### config.mk
export PLATFORM = sky130hd
export DESIGN_NAME = circular_deque_flat
export DESIGN_NICKNAME = d
export VERILOG_FILES = /design/src/cdq_pkg.sv /design/src/cdq_if.sv /design/src/cdq_ctrl.sv /design/src/cdq_dpath.sv /design/src/circular_deque.sv /design/src/flat_wrapper.sv
export SDC_FILE = /design/constraint.sdc
export NUM_CORES = 1
export LEC_CHECK = 0
export BUFFER_PORTS_ARGS = -buffer_cell sky130_fd_sc_hd__buf_4
export CAP_MARGIN = 20
export CORE_MARGIN = 5
export CORE_UTILIZATION = 40
export DETAILED_ROUTE_END_ITERATION = 10
export SYNTH_ARGS = -nofsm -noshare
export SYNTH_HDL_FRONTEND = slang
export SYNTH_HIERARCHICAL = 1
export SYNTH_SLANG_ARGS = --single-unit
### constraint.sdc
create_clock -name i_clk -period 6.1 [get_ports i_clk]
set_input_delay 0.305 -clock i_clk [delete_from_list [all_inputs] [get_ports i_clk]]
set_output_delay 0.305 -clock i_clk [all_outputs]
set_load 0.005 [all_outputs]
### src/cdq_pkg.sv
// ----------------------------------------------------------------------------
// cdq_pkg
// Shared types and constants for the circular deque.
// ----------------------------------------------------------------------------
`default_nettype none

package cdq_pkg;

    localparam int DEF_MAX_DEPTH = 16;
    localparam int DEF_DATA_BITS = 32;

    // Fixed field widths of the channels
    localparam int ACT_W = 2;
    localparam int VAL_W = 32;
    localparam int CAP_W = 5;

    localparam logic [CAP_W-1:0] CAP_RESET = 5'd16;

    typedef enum logic [ACT_W-1:0] {
        ACT_PUSH_FRONT = 2'd0,
        ACT_PUSH_REAR  = 2'd1,
        ACT_POP_FRONT  = 2'd2,
        ACT_POP_REAR   = 2'd3
    } t_action;

    typedef enum logic [1:0] {
        ST_IDLE = 2'd0,
        ST_EXEC = 2'd1,
        ST_READ = 2'd2,
        ST_RESP = 2'd3
    } t_state;

    // Controller to datapath commands
    typedef struct packed {
        logic cfg_wr;  // take new capacity, empty the deque
        logic load;    // capture the input item
        logic exec;    // apply the operation to pointers, count and ring
        logic read;    // read both ends into the result registers
    } t_cmd;

endpackage

`default_nettype wire

### src/cdq_if.sv
// ----------------------------------------------------------------------------
// cdq_if
// Valid/ready channel interfaces for operations, results and configuration.
// ----------------------------------------------------------------------------
`default_nettype none

interface cdq_op_if;
    logic                              valid;
    logic                              ready;
    logic        [cdq_pkg::ACT_W-1:0]  action;
    logic signed [cdq_pkg::VAL_W-1:0]  value;

    modport source (output valid, output action, output value, input ready);
    modport sink   (input valid, input action, input value, output ready);
endinterface

interface cdq_res_if;
    logic                              valid;
    logic                              ready;
    logic                              ok;
    logic signed [cdq_pkg::VAL_W-1:0]  front_value;
    logic signed [cdq_pkg::VAL_W-1:0]  rear_value;
    logic                              is_empty;
    logic                              is_full;

    modport source (output valid, output ok, output front_value, output rear_value,
                    output is_empty, output is_full, input ready);
    modport sink   (input valid, input ok, input front_value, input rear_value,
                    input is_empty, input is_full, output ready);
endinterface

interface cdq_cfg_if;
    logic                        valid;
    logic                        ready;
    logic [cdq_pkg::CAP_W-1:0]   data;

    modport source (output valid, output data, input ready);
    modport sink   (input valid, input data, output ready);
endinterface

`default_nettype wire

### src/cdq_ctrl.sv
// ----------------------------------------------------------------------------
// cdq_ctrl
// Sequencer: accept, execute, read ends, hold result until transferred.
// ----------------------------------------------------------------------------
`default_nettype none

module cdq_ctrl (
    input  wire logic          i_clk,
    input  wire logic          i_rst_n,
    input  wire logic          i_in_valid,
    output      logic          o_in_ready,
    input  wire logic          i_cfg_valid,
    output      logic          o_cfg_ready,
    output      logic          o_out_valid,
    input  wire logic          i_out_ready,
    output      cdq_pkg::t_cmd o_cmd
);

    cdq_pkg::t_state r_state;
    cdq_pkg::t_state n_state;

    always_ff @(posedge i_clk) begin
        if (!i_rst_n) begin
            r_state <= cdq_pkg::ST_IDLE;
        end else begin
            r_state <= n_state;
        end
    end

    always_comb begin
        n_state = r_state;
        unique case (r_state)
            cdq_pkg::ST_IDLE: begin
                if (i_in_valid) n_state = cdq_pkg::ST_EXEC;
            end
            cdq_pkg::ST_EXEC: n_state = cdq_pkg::ST_READ;
            cdq_pkg::ST_READ: n_state = cdq_pkg::ST_RESP;
            cdq_pkg::ST_RESP: begin
                if (i_out_ready) n_state = cdq_pkg::ST_IDLE;
            end
        endcase
    end

    always_comb begin
        o_in_ready    = (r_state == cdq_pkg::ST_IDLE);
        o_cfg_ready   = (r_state == cdq_pkg::ST_IDLE);
        o_out_valid   = (r_state == cdq_pkg::ST_RESP);
        o_cmd.load    = (r_state == cdq_pkg::ST_IDLE) && i_in_valid;
        o_cmd.cfg_wr  = (r_state == cdq_pkg::ST_IDLE) && i_cfg_valid;
        o_cmd.exec    = (r_state == cdq_pkg::ST_EXEC);
        o_cmd.read    = (r_state == cdq_pkg::ST_READ);
    end

endmodule

`default_nettype wire

### src/cdq_dpath.sv
// ----------------------------------------------------------------------------
// cdq_dpath
// Ring store, end pointers, item count, capacity and result registers.
// ----------------------------------------------------------------------------
`default_nettype none

module cdq_dpath #(
    parameter int MAX_DEPTH = cdq_pkg::DEF_MAX_DEPTH,
    parameter int DATA_BITS = cdq_pkg::DEF_DATA_BITS
) (
    input  wire logic                                i_clk,
    input  wire logic                                i_rst_n,
    input  wire cdq_pkg::t_cmd                       i_cmd,
    input  wire logic        [cdq_pkg::ACT_W-1:0]    i_action,
    input  wire logic signed [cdq_pkg::VAL_W-1:0]    i_value,
    input  wire logic        [cdq_pkg::CAP_W-1:0]    i_cfg_data,
    output      logic                                o_ok,
    output      logic signed [cdq_pkg::VAL_W-1:0]    o_front_value,
    output      logic signed [cdq_pkg::VAL_W-1:0]    o_rear_value,
    output      logic                                o_is_empty,
    output      logic                                o_is_full
);

    localparam int CAP_W  = cdq_pkg::CAP_W;
    localparam int PTR_W  = (MAX_DEPTH > 1) ? $clog2(MAX_DEPTH) : 1;
    localparam int CW     = (PTR_W > CAP_W) ? PTR_W : CAP_W;
    localparam int CAP_MAX_I = (MAX_DEPTH > 31) ? 31 : MAX_DEPTH;
    localparam int CAP_RST_I = (MAX_DEPTH > 16) ? 16 : MAX_DEPTH;
    localparam logic [CAP_W-1:0] CAP_LIMIT = CAP_W'(CAP_MAX_I);
    localparam logic [CAP_W-1:0] CAP_RST   = CAP_W'(CAP_RST_I);

    // Slot pointers always stay below the capacity
    function automatic logic [PTR_W-1:0] ptr_inc(input logic [PTR_W-1:0] p,
                                                 input logic [CAP_W-1:0] c);
        logic [CW-1:0] nx;
        nx = CW'(p) + CW'(1);
        return (nx == CW'(c)) ? '0 : nx[PTR_W-1:0];
    endfunction

    function automatic logic [PTR_W-1:0] ptr_dec(input logic [PTR_W-1:0] p,
                                                 input logic [CAP_W-1:0] c);
        logic [CW-1:0] lst;
        lst = CW'(c) - CW'(1);
        return (p == '0) ? lst[PTR_W-1:0] : p - PTR_W'(1);
    endfunction

    logic [DATA_BITS-1:0] r_mem [MAX_DEPTH];

    logic [CAP_W-1:0]      r_cap,   n_cap;
    logic [CAP_W-1:0]      r_count, n_count;
    logic [PTR_W-1:0]      r_front, n_front;
    logic [PTR_W-1:0]      r_rear,  n_rear;
    logic                  r_ok,    n_ok;
    cdq_pkg::t_action      r_action;
    logic [DATA_BITS-1:0]  r_value;
    logic [DATA_BITS-1:0]  r_rd_front;
    logic [DATA_BITS-1:0]  r_rd_rear;

    logic                  wr_en;
    logic [PTR_W-1:0]      wr_addr;
    logic [CAP_W-1:0]      cfg_eff;
    logic                  is_full;
    logic                  is_empty;
    logic [63:0]           in_ext;
    logic [63:0]           f_ext;
    logic [63:0]           r_ext;

    // Out-of-range capacity codes clamp into 1..min(MAX_DEPTH, 31)
    always_comb begin
        if (i_cfg_data == '0) begin
            cfg_eff = CAP_W'(1);
        end else if (i_cfg_data > CAP_LIMIT) begin
            cfg_eff = CAP_LIMIT;
        end else begin
            cfg_eff = i_cfg_data;
        end
    end

    assign is_full  = (r_count == r_cap);
    assign is_empty = (r_count == '0);

    always_comb begin
        n_cap   = r_cap;
        n_count = r_count;
        n_front = r_front;
        n_rear  = r_rear;
        n_ok    = r_ok;
        wr_en   = 1'b0;
        wr_addr = r_front;
        if (i_cmd.cfg_wr) begin
            n_cap   = cfg_eff;
            n_count = '0;
            n_front = PTR_W'(cfg_eff - CAP_W'(1));
            n_rear  = '0;
        end else if (i_cmd.exec) begin
            n_ok = 1'b0;
            case (r_action)
                cdq_pkg::ACT_PUSH_FRONT: begin
                    if (!is_full) begin
                        wr_en   = 1'b1;
                        wr_addr = r_front;
                        n_front = ptr_dec(r_front, r_cap);
                        n_count = r_count + CAP_W'(1);
                        n_ok    = 1'b1;
                    end
                end
                cdq_pkg::ACT_PUSH_REAR: begin
                    if (!is_full) begin
                        wr_en   = 1'b1;
                        wr_addr = r_rear;
                        n_rear  = ptr_inc(r_rear, r_cap);
                        n_count = r_count + CAP_W'(1);
                        n_ok    = 1'b1;
                    end
                end
                cdq_pkg::ACT_POP_FRONT: begin
                    if (!is_empty) begin
                        n_front = ptr_inc(r_front, r_cap);
                        n_count = r_count - CAP_W'(1);
                        n_ok    = 1'b1;
                    end
                end
                cdq_pkg::ACT_POP_REAR: begin
                    if (!is_empty) begin
                        n_rear  = ptr_dec(r_rear, r_cap);
                        n_count = r_count - CAP_W'(1);
                        n_ok    = 1'b1;
                    end
                end
            endcase
        end
    end

    always_ff @(posedge i_clk) begin
        if (!i_rst_n) begin
            r_cap   <= CAP_RST;
            r_count <= '0;
            r_front <= PTR_W'(CAP_RST - CAP_W'(1));
            r_rear  <= '0;
        end else begin
            r_cap   <= n_cap;
            r_count <= n_count;
            r_front <= n_front;
            r_rear  <= n_rear;
        end
    end

    assign in_ext = {32'b0, i_value};

    always_ff @(posedge i_clk) begin
        r_ok <= n_ok;
        if (i_cmd.load) begin
            r_action <= cdq_pkg::t_action'(i_action);
            r_value  <= in_ext[DATA_BITS-1:0];
        end
    end

    // Ring store: one write port, two registered read ports
    always_ff @(posedge i_clk) begin
        if (wr_en) begin
            r_mem[wr_addr] <= r_value;
        end
        if (i_cmd.read) begin
            r_rd_front <= r_mem[ptr_inc(r_front, r_cap)];
            r_rd_rear  <= r_mem[ptr_dec(r_rear, r_cap)];
        end
    end

    assign f_ext = 64'(r_rd_front);
    assign r_ext = 64'(r_rd_rear);

    assign o_ok          = r_ok;
    assign o_front_value = is_empty ? '0 : f_ext[cdq_pkg::VAL_W-1:0];
    assign o_rear_value  = is_empty ? '0 : r_ext[cdq_pkg::VAL_W-1:0];
    assign o_is_empty    = is_empty;
    assign o_is_full     = is_full;

endmodule

`default_nettype wire

### src/circular_deque.sv
// ----------------------------------------------------------------------------
// circular_deque
// Double-ended queue in a ring store of configurable capacity.
// ----------------------------------------------------------------------------
//   channel  dir  payload                                         transfer
//   i_in     in   action, value                                   valid & ready
//   o_out    out  ok, front_value, rear_value, is_empty, is_full  valid & ready
//   i_cfg    in   data (capacity)                                 valid & ready
//
// Result valid rises once the execute and registered ring read states have passed
// after the input transfer. On the result transfer the controller returns to idle,
// where it takes the next input: no new input is accepted before that transfer.
// A capacity write is registered at its transfer and empties the deque.
// Reset empties the deque with capacity 16; ring contents are not cleared.
// Input and config are stalled while a result waits to be taken.
// ----------------------------------------------------------------------------
`default_nettype none

module circular_deque #(
    parameter int MAX_DEPTH = cdq_pkg::DEF_MAX_DEPTH,
    parameter int DATA_BITS = cdq_pkg::DEF_DATA_BITS
) (
    input wire logic  i_clk,
    input wire logic  i_rst_n,
    cdq_op_if.sink    i_in,
    cdq_res_if.source o_out,
    cdq_cfg_if.sink   i_cfg
);

    cdq_pkg::t_cmd cmd;

    cdq_ctrl u_ctrl (
        .i_clk       (i_clk),
        .i_rst_n     (i_rst_n),
        .i_in_valid  (i_in.valid),
        .o_in_ready  (i_in.ready),
        .i_cfg_valid (i_cfg.valid),
        .o_cfg_ready (i_cfg.ready),
        .o_out_valid (o_out.valid),
        .i_out_ready (o_out.ready),
        .o_cmd       (cmd)
    );

    cdq_dpath #(
        .MAX_DEPTH (MAX_DEPTH),
        .DATA_BITS (DATA_BITS)
    ) u_dpath (
        .i_clk         (i_clk),
        .i_rst_n       (i_rst_n),
        .i_cmd         (cmd),
        .i_action      (i_in.action),
        .i_value       (i_in.value),
        .i_cfg_data    (i_cfg.data),
        .o_ok          (o_out.ok),
        .o_front_value (o_out.front_value),
        .o_rear_value  (o_out.rear_value),
        .o_is_empty    (o_out.is_empty),
        .o_is_full     (o_out.is_full)
    );

endmodule

`default_nettype wire

### src/flat_wrapper.sv
// flat-port wrapper written by rule: the top's interface ports become plain ports
module circular_deque_flat 
#(
    parameter int MAX_DEPTH = cdq_pkg::DEF_MAX_DEPTH,
    parameter int DATA_BITS = cdq_pkg::DEF_DATA_BITS
)
  (i_clk, i_rst_n, i_in_valid, i_in_action, i_in_value, i_in_ready, o_out_valid, o_out_ok, o_out_front_value, o_out_rear_value, o_out_is_empty, o_out_is_full, o_out_ready, i_cfg_valid, i_cfg_data, i_cfg_ready);
  cdq_op_if i_in_i ();
  cdq_res_if o_out_i ();
  cdq_cfg_if i_cfg_i ();
  input wire logic i_clk;
  input wire logic i_rst_n;
  input wire logic [$bits(i_in_i.valid)-1:0] i_in_valid;
  input wire logic [$bits(i_in_i.action)-1:0] i_in_action;
  input wire logic [$bits(i_in_i.value)-1:0] i_in_value;
  output wire logic [$bits(i_in_i.ready)-1:0] i_in_ready;
  output wire logic [$bits(o_out_i.valid)-1:0] o_out_valid;
  output wire logic [$bits(o_out_i.ok)-1:0] o_out_ok;
  output wire logic [$bits(o_out_i.front_value)-1:0] o_out_front_value;
  output wire logic [$bits(o_out_i.rear_value)-1:0] o_out_rear_value;
  output wire logic [$bits(o_out_i.is_empty)-1:0] o_out_is_empty;
  output wire logic [$bits(o_out_i.is_full)-1:0] o_out_is_full;
  input wire logic [$bits(o_out_i.ready)-1:0] o_out_ready;
  input wire logic [$bits(i_cfg_i.valid)-1:0] i_cfg_valid;
  input wire logic [$bits(i_cfg_i.data)-1:0] i_cfg_data;
  output wire logic [$bits(i_cfg_i.ready)-1:0] i_cfg_ready;
  assign i_in_i.valid = i_in_valid;
  assign i_in_i.action = i_in_action;
  assign i_in_i.value = i_in_value;
  assign i_in_ready = i_in_i.ready;
  assign o_out_valid = o_out_i.valid;
  assign o_out_ok = o_out_i.ok;
  assign o_out_front_value = o_out_i.front_value;
  assign o_out_rear_value = o_out_i.rear_value;
  assign o_out_is_empty = o_out_i.is_empty;
  assign o_out_is_full = o_out_i.is_full;
  assign o_out_i.ready = o_out_ready;
  assign i_cfg_i.valid = i_cfg_valid;
  assign i_cfg_i.data = i_cfg_data;
  assign i_cfg_ready = i_cfg_i.ready;
  circular_deque #(.MAX_DEPTH(MAX_DEPTH), .DATA_BITS(DATA_BITS)) u_core (.i_clk(i_clk), .i_rst_n(i_rst_n), .i_in(i_in_i), .o_out(o_out_i), .i_cfg(i_cfg_i));
endmodule
# Word level (Yosys, flattened, before mapping)
# Memories as Yosys holds them, arrays and structs flattened. A register that Yosys moved wholly into a read port is not among the register bits.
# Index checks and enable logic that the tools add are counted.
# totals
word_cells	90
inputBits	44
regBits	55
ramBits	512
out_inout_bits	70
latch_bits	0
n_memories	1
mem_bits_ro	0
# classes
bitwise	2
n_mul	0
shift	0
n_eq_ne	17
reduce_logical	19
muxes	34
div	0
n_addsub	8
order_cmp	1
# memory_table
name	depth	word_bits	read_ports	rd_ports_with_merged_regs	write_ports	line	text
u_core.u_dpath.r_mem	16	32	2	2	1	cdq_dpath.sv:47	logic [DATA_BITS-1:0] r_mem [MAX_DEPTH];
# op_table
operator	n
$mux W32	2
$mux W4	14
$mux W5	4
$pmux W4 S2	2
$sub A4 B1 Y4 const B	4
$eq A5 B5 Y1	3
$add A4 B1 Y5 const B	2
$logic_not A5 Y1	2
$ne A2 B2 Y1 const B	5
$pmux W5 S2	1
$eq A2 B2 Y1 const B	4
$logic_not A4 Y1	2
$pmux W2 S4	1
$reduce_and A4 Y1	2
$mux W1	7
$ne A3 B2 Y1 const B	2
$reduce_or A2 Y1	3
$add A5 B1 Y5 const B	1
$gt A5 B5 Y1 const B	1
$sub A5 B1 Y5 const B	1
$eq A2 B1 Y1 const B	2
$logic_not A2 Y1	2
$mux W2	2
$reduce_and A2 Y1	2
7 further kinds	10

# Logic depth before layout (Yosys ltp)
# depth
ltp_word	7
ltp_mapped	13

# Hierarchy
# Netlist, hierarchy kept.
# modules_own_cells
module	area_per_inst_um2	n_inst	cells_per_inst
cdq_dpath	28960.3	1	1725
cdq_ctrl	188.9	1	21

# Worst setup path before layout
# Ideal clock, no wire load.
# synth_path
kind	reg2reg
start	register u_core.u_ctrl.r_state[0]
end	memory u_core/u_dpath/r_mem[0][0] in the netlist's numbering, enable pin
arrival_time_ps	3056
stages_incl_launch_ff	8
setup_slack_ps	2623
n_path_buf	0
t_required_ps	5679
path_cell_list	dfxtp_1 > inv_1 > ha_1 > and2_2 > a2111oi_4 > nand2_1 > mux2i_1 > nor2_1
# synth_lines
item	line	text
start, declared	cdq_ctrl.sv:19	cdq_pkg::t_state r_state;
start signal, assigned	cdq_ctrl.sv:24	r_state <= cdq_pkg::ST_IDLE;
start signal, assigned	cdq_ctrl.sv:26	r_state <= n_state;
end, declared	cdq_dpath.sv:47	

# Final worst setup path
# layout_path
start	register u_core.u_dpath.r_front[0]
end	register u_core.u_dpath.r_rd_front[5] (read register of u_core.u_dpath.r_mem) (data pin)
# layout_via
elab_chain_cells	3
# layout_lines
item	line	text
start, declared	cdq_dpath.sv:51	logic [PTR_W-1:0] r_front, n_front;
start signal, assigned	cdq_dpath.sv:138	r_front <= PTR_W'(CAP_RST - CAP_W'(1));
start signal, assigned	cdq_dpath.sv:143	r_front <= n_front;
$add A4 B1 Y5 (*)	cdq_dpath.sv:36	nx = CW'(p) + CW'(1);
$eq A5 B5 Y1	cdq_dpath.sv:37	return (nx == CW'(c)) ? '0 : nx[PTR_W-1:0];
$mux W4 (*)	cdq_dpath.sv:37	
end, declared	cdq_dpath.sv:56	logic [DATA_BITS-1:0] r_rd_front;
# Every way passes the cells marked *; elsewhere a longest branch is shown, timed or not.
# A chain may end at the register's enable or synchronous reset.

==> results.tsv <==
metric	value	unit
cts_tree	yes	
totalWireLength	83200	um
postSynthCellCount	1746	
postRouteAntennaNets	0	
rows	99	
cts_htree_levels	3	
dp_hpwl	47300	um
finalCritPeriodShare	0.710	
routed_via_density	6.16	
final-hold-violation-count	0	
slowest_stage	ha_4	
r2r_cells	10	
fin_crit	4330	ps
dr.pass1.iters	9	
cts-root-buf	clkbuf_16	
cpPeakStageDelay	880	ps
num_vias	17800	
top_level_ports	114	
avgSynthCellArea	16.7	sq um
place_ws	1820	ps
crit_fanout	48	
first_global_vias	18500	
setup_violations	0	
hold_path.class	in2reg	
start_kind	register	
whs_endpoint	u_core/u_dpath/r_cap[3]	
grt-ovfl-total	0	
cp_cell_sequence	inv_1 -> ha_4 -> xor2_1 -> nor2_4 -> buf_4 -> o211a_1 -> nor3_4 -> buf_4 -> a222oi_1 -> a211oi_1	
ir_drop	0.522	mV
cts_sinks	631	
insertion_delay	610	ps
diodes	0	
worstPathArrival	4750	ps
skew	23.7	ps
holdCritStartpoint	i_cfg_data[3]	
yosys-top-cells-area	edfxtp_1 63%, mux4_2 15%, mux2_2 2.5%, a211oi_1 1.8%, a22oi_1 1.7%	
synth-edff-count	611	
io_buffers	113	
hold_slack	32.5	ps
ys_warn_count	6	
die_y	280	um
status	finished, final reports clean	
ys_async_sr_fraction	0	
tightest_slew	1040	ps
antenna_found_initial	0	
grtUsageTotal	0.209	
drc	0	
drv_cap	0	
area_growth	15.8	%
final_cell_mix	611 x edfxtp_1, 192 x mux4_2, 159 x buf_4, 113 x nand2_1, 72 x clkbuf_16	
synth_area	29100	sq um
finalWorstSetupSlack	1770	ps
synth-seq-area-share	0.643	
dieWidth	280	um
timing.rr.end	u_core/u_dpath/r_rd_front[5]	
syn-num-nets	1805	
wl_per_cell	28.8	um
timing.fmax	0.231	GHz
r2r-start	u_core/u_dpath/r_front[0]	
synth_top_area_frac	0.629	
ys_ff_latch	631	
nNetsFinal	1939	
yosysTopAreaCell	edfxtp_1	
initial_core_util	0.402	
grt_pass1_wl	122000	um
coreArea	72600	sq um
die_area	78400	sq um
synth.distinct_cells	71	
ff2ff_setup_slack	1770	ps
drtIter0Drc	2190	
synth_ff_type	edfxtp_1	
fin_setup_tns	0	ps
cp-end-kind	register	
crit_required	6520	ps
drv_slew	0	
final_common_cell	edfxtp_1	
cellPowerDensity	480	nW/um^2
clk_pin_slew	60	ps
place_congestion	0.822	
power.leakage	11.1	nW
min_path_cells	3	
slew_headroom	0.303	
cts_made_buffers	69	
cts_buffer_depth	3	
rsz0062_at_grt	false	
crit_top_cell	buf_4	
path_class	reg2reg	
grt_max_degree	103	
drive_above_1_share	0.296	
## logic make-up after synthesis
kind of cell | after synthesis | synth area share
fa+ha+maj | 15 | 0.00670
buf+inv | 153 | 0.0243
compound gates | 329 | 0.0843
xor+xnor | 22 | 0.00760
simple gates | 334 | 0.0589
mux | 262 | 0.175
flops | 631 | 0.643
## final cells by class
| class | count | area (sq um) |
|---|---|---|
| clock inverter | 41 | 328 |
| sequential | 631 | 18800 |
| clock buffer | 81 | 1840 |
| timing repair buffer | 200 | 1620 |
| multi-input combinational | 962 | 9950 |
| inverter | 16 | 60.1 |
| fill | 6210 | 38800 |
| tap | 959 | 1200 |
## power breakdown
group | switching (mW) | internal [mW]
clock | 1.70 | 2.33
combinational | 3.85 | 2.38
sequential | 0.413 | 5.51
total | 5.96 | 10.2
## critical path, delay by kind of cell, from the launching register on
| kind | cells | cell delay [ps] |
|---|---|---|
| buffers and inverters | 3 | 1060 |
| AO/OA/AOI/OAI | 3 | 780 |
| AND/OR/NAND/NOR | 2 | 500 |
| flip-flops | 1 | 610 |
| XOR/XNOR | 1 | 290 |
| adder cells (fa/ha/maj) | 1 | 880 |
## how the worst max path moves through the flow
stage                                         start                            end  slack, ps
after floorplan            u_core/u_ctrl/r_state[0]     u_core/u_dpath/r_mem[0][0]       2620
after global placement    u_core/u_dpath/r_front[0]  u_core/u_dpath/r_rd_front[14]       1900
after detailed placement  u_core/u_dpath/r_front[0]   u_core/u_dpath/r_rd_front[5]       1820
after CTS                 u_core/u_dpath/r_front[0]   u_core/u_dpath/r_rd_front[5]       1800
after global routing      u_core/u_dpath/r_front[0]   u_core/u_dpath/r_rd_front[5]       1590
final                     u_core/u_dpath/r_front[0]   u_core/u_dpath/r_rd_front[5]       1770
## sequential cells by signal, summed over array words and instances, names as in the netlist
register and count:
u_core/u_dpath/r_rear 4, u_core/u_dpath/r_mem 512, u_core/u_dpath/r_cap 5, u_core/u_dpath/o_ok 1
u_core/u_dpath/r_rd_front 32, u_core/u_dpath/r_front 4, u_core/u_dpath/r_rd_rear 32, u_core/u_dpath/r_action 2
u_core/u_dpath/r_count 5, u_core/u_dpath/r_value 32, u_core/u_ctrl/r_state 2
## synthesized netlist by cell type, drive strengths merged (6+ instances only)
| library cell | n |
|---|---|
| a211oi | 69 |
| a21oi | 42 |
| a222oi | 32 |
| a22oi | 65 |
| a311oi | 37 |
| and2 | 7 |
| and3 | 35 |
| buf | 61 |
| clkbuf | 76 |
| dfxtp | 20 |
| edfxtp | 611 |
| ha | 14 |
| inv | 15 |
| mux2 | 64 |
| mux2i | 6 |
| mux4 | 192 |
| nand2 | 114 |
| nand3 | 35 |
| nor2 | 44 |
| nor2b | 70 |
| nor3 | 9 |
| nor3b | 6 |
| o21ai | 50 |
| xnor2 | 10 |
| xor2 | 11 |
## metal layers
layer,vias up,share of wire,track usage
met5,-,0,0
met3,144,0.076,0.0343
met2,873,0.50,0.356
met4,0,0.024,0.0648
met1,9266,0.40,0.277
li1,7516,-,-
## per-stage QoR
step / cells / power (mW) / utilization / area (sq um)
after floorplan: 1746 / 9.73 / - / 29100
after global placement: 2729 / 12.1 / 0.430 / 31200
after CTS: 2888 / 16.3 / 0.465 / 33700
final: 2890 / 16.2 / 0.465 / 33700
after detailed placement: 2730 / 12.2 / 0.430 / 31200
after global routing: 2890 / 16.9 / 0.465 / 33700
## timing repair
item                                   4_1_cts  5_1_grt
resized for setup                            0        0
endpoints found under the hold margin       40        0
buffers inserted                             0        0
hold buffers                                36        0
Note: power is estimated with default switching activity, not from simulation.
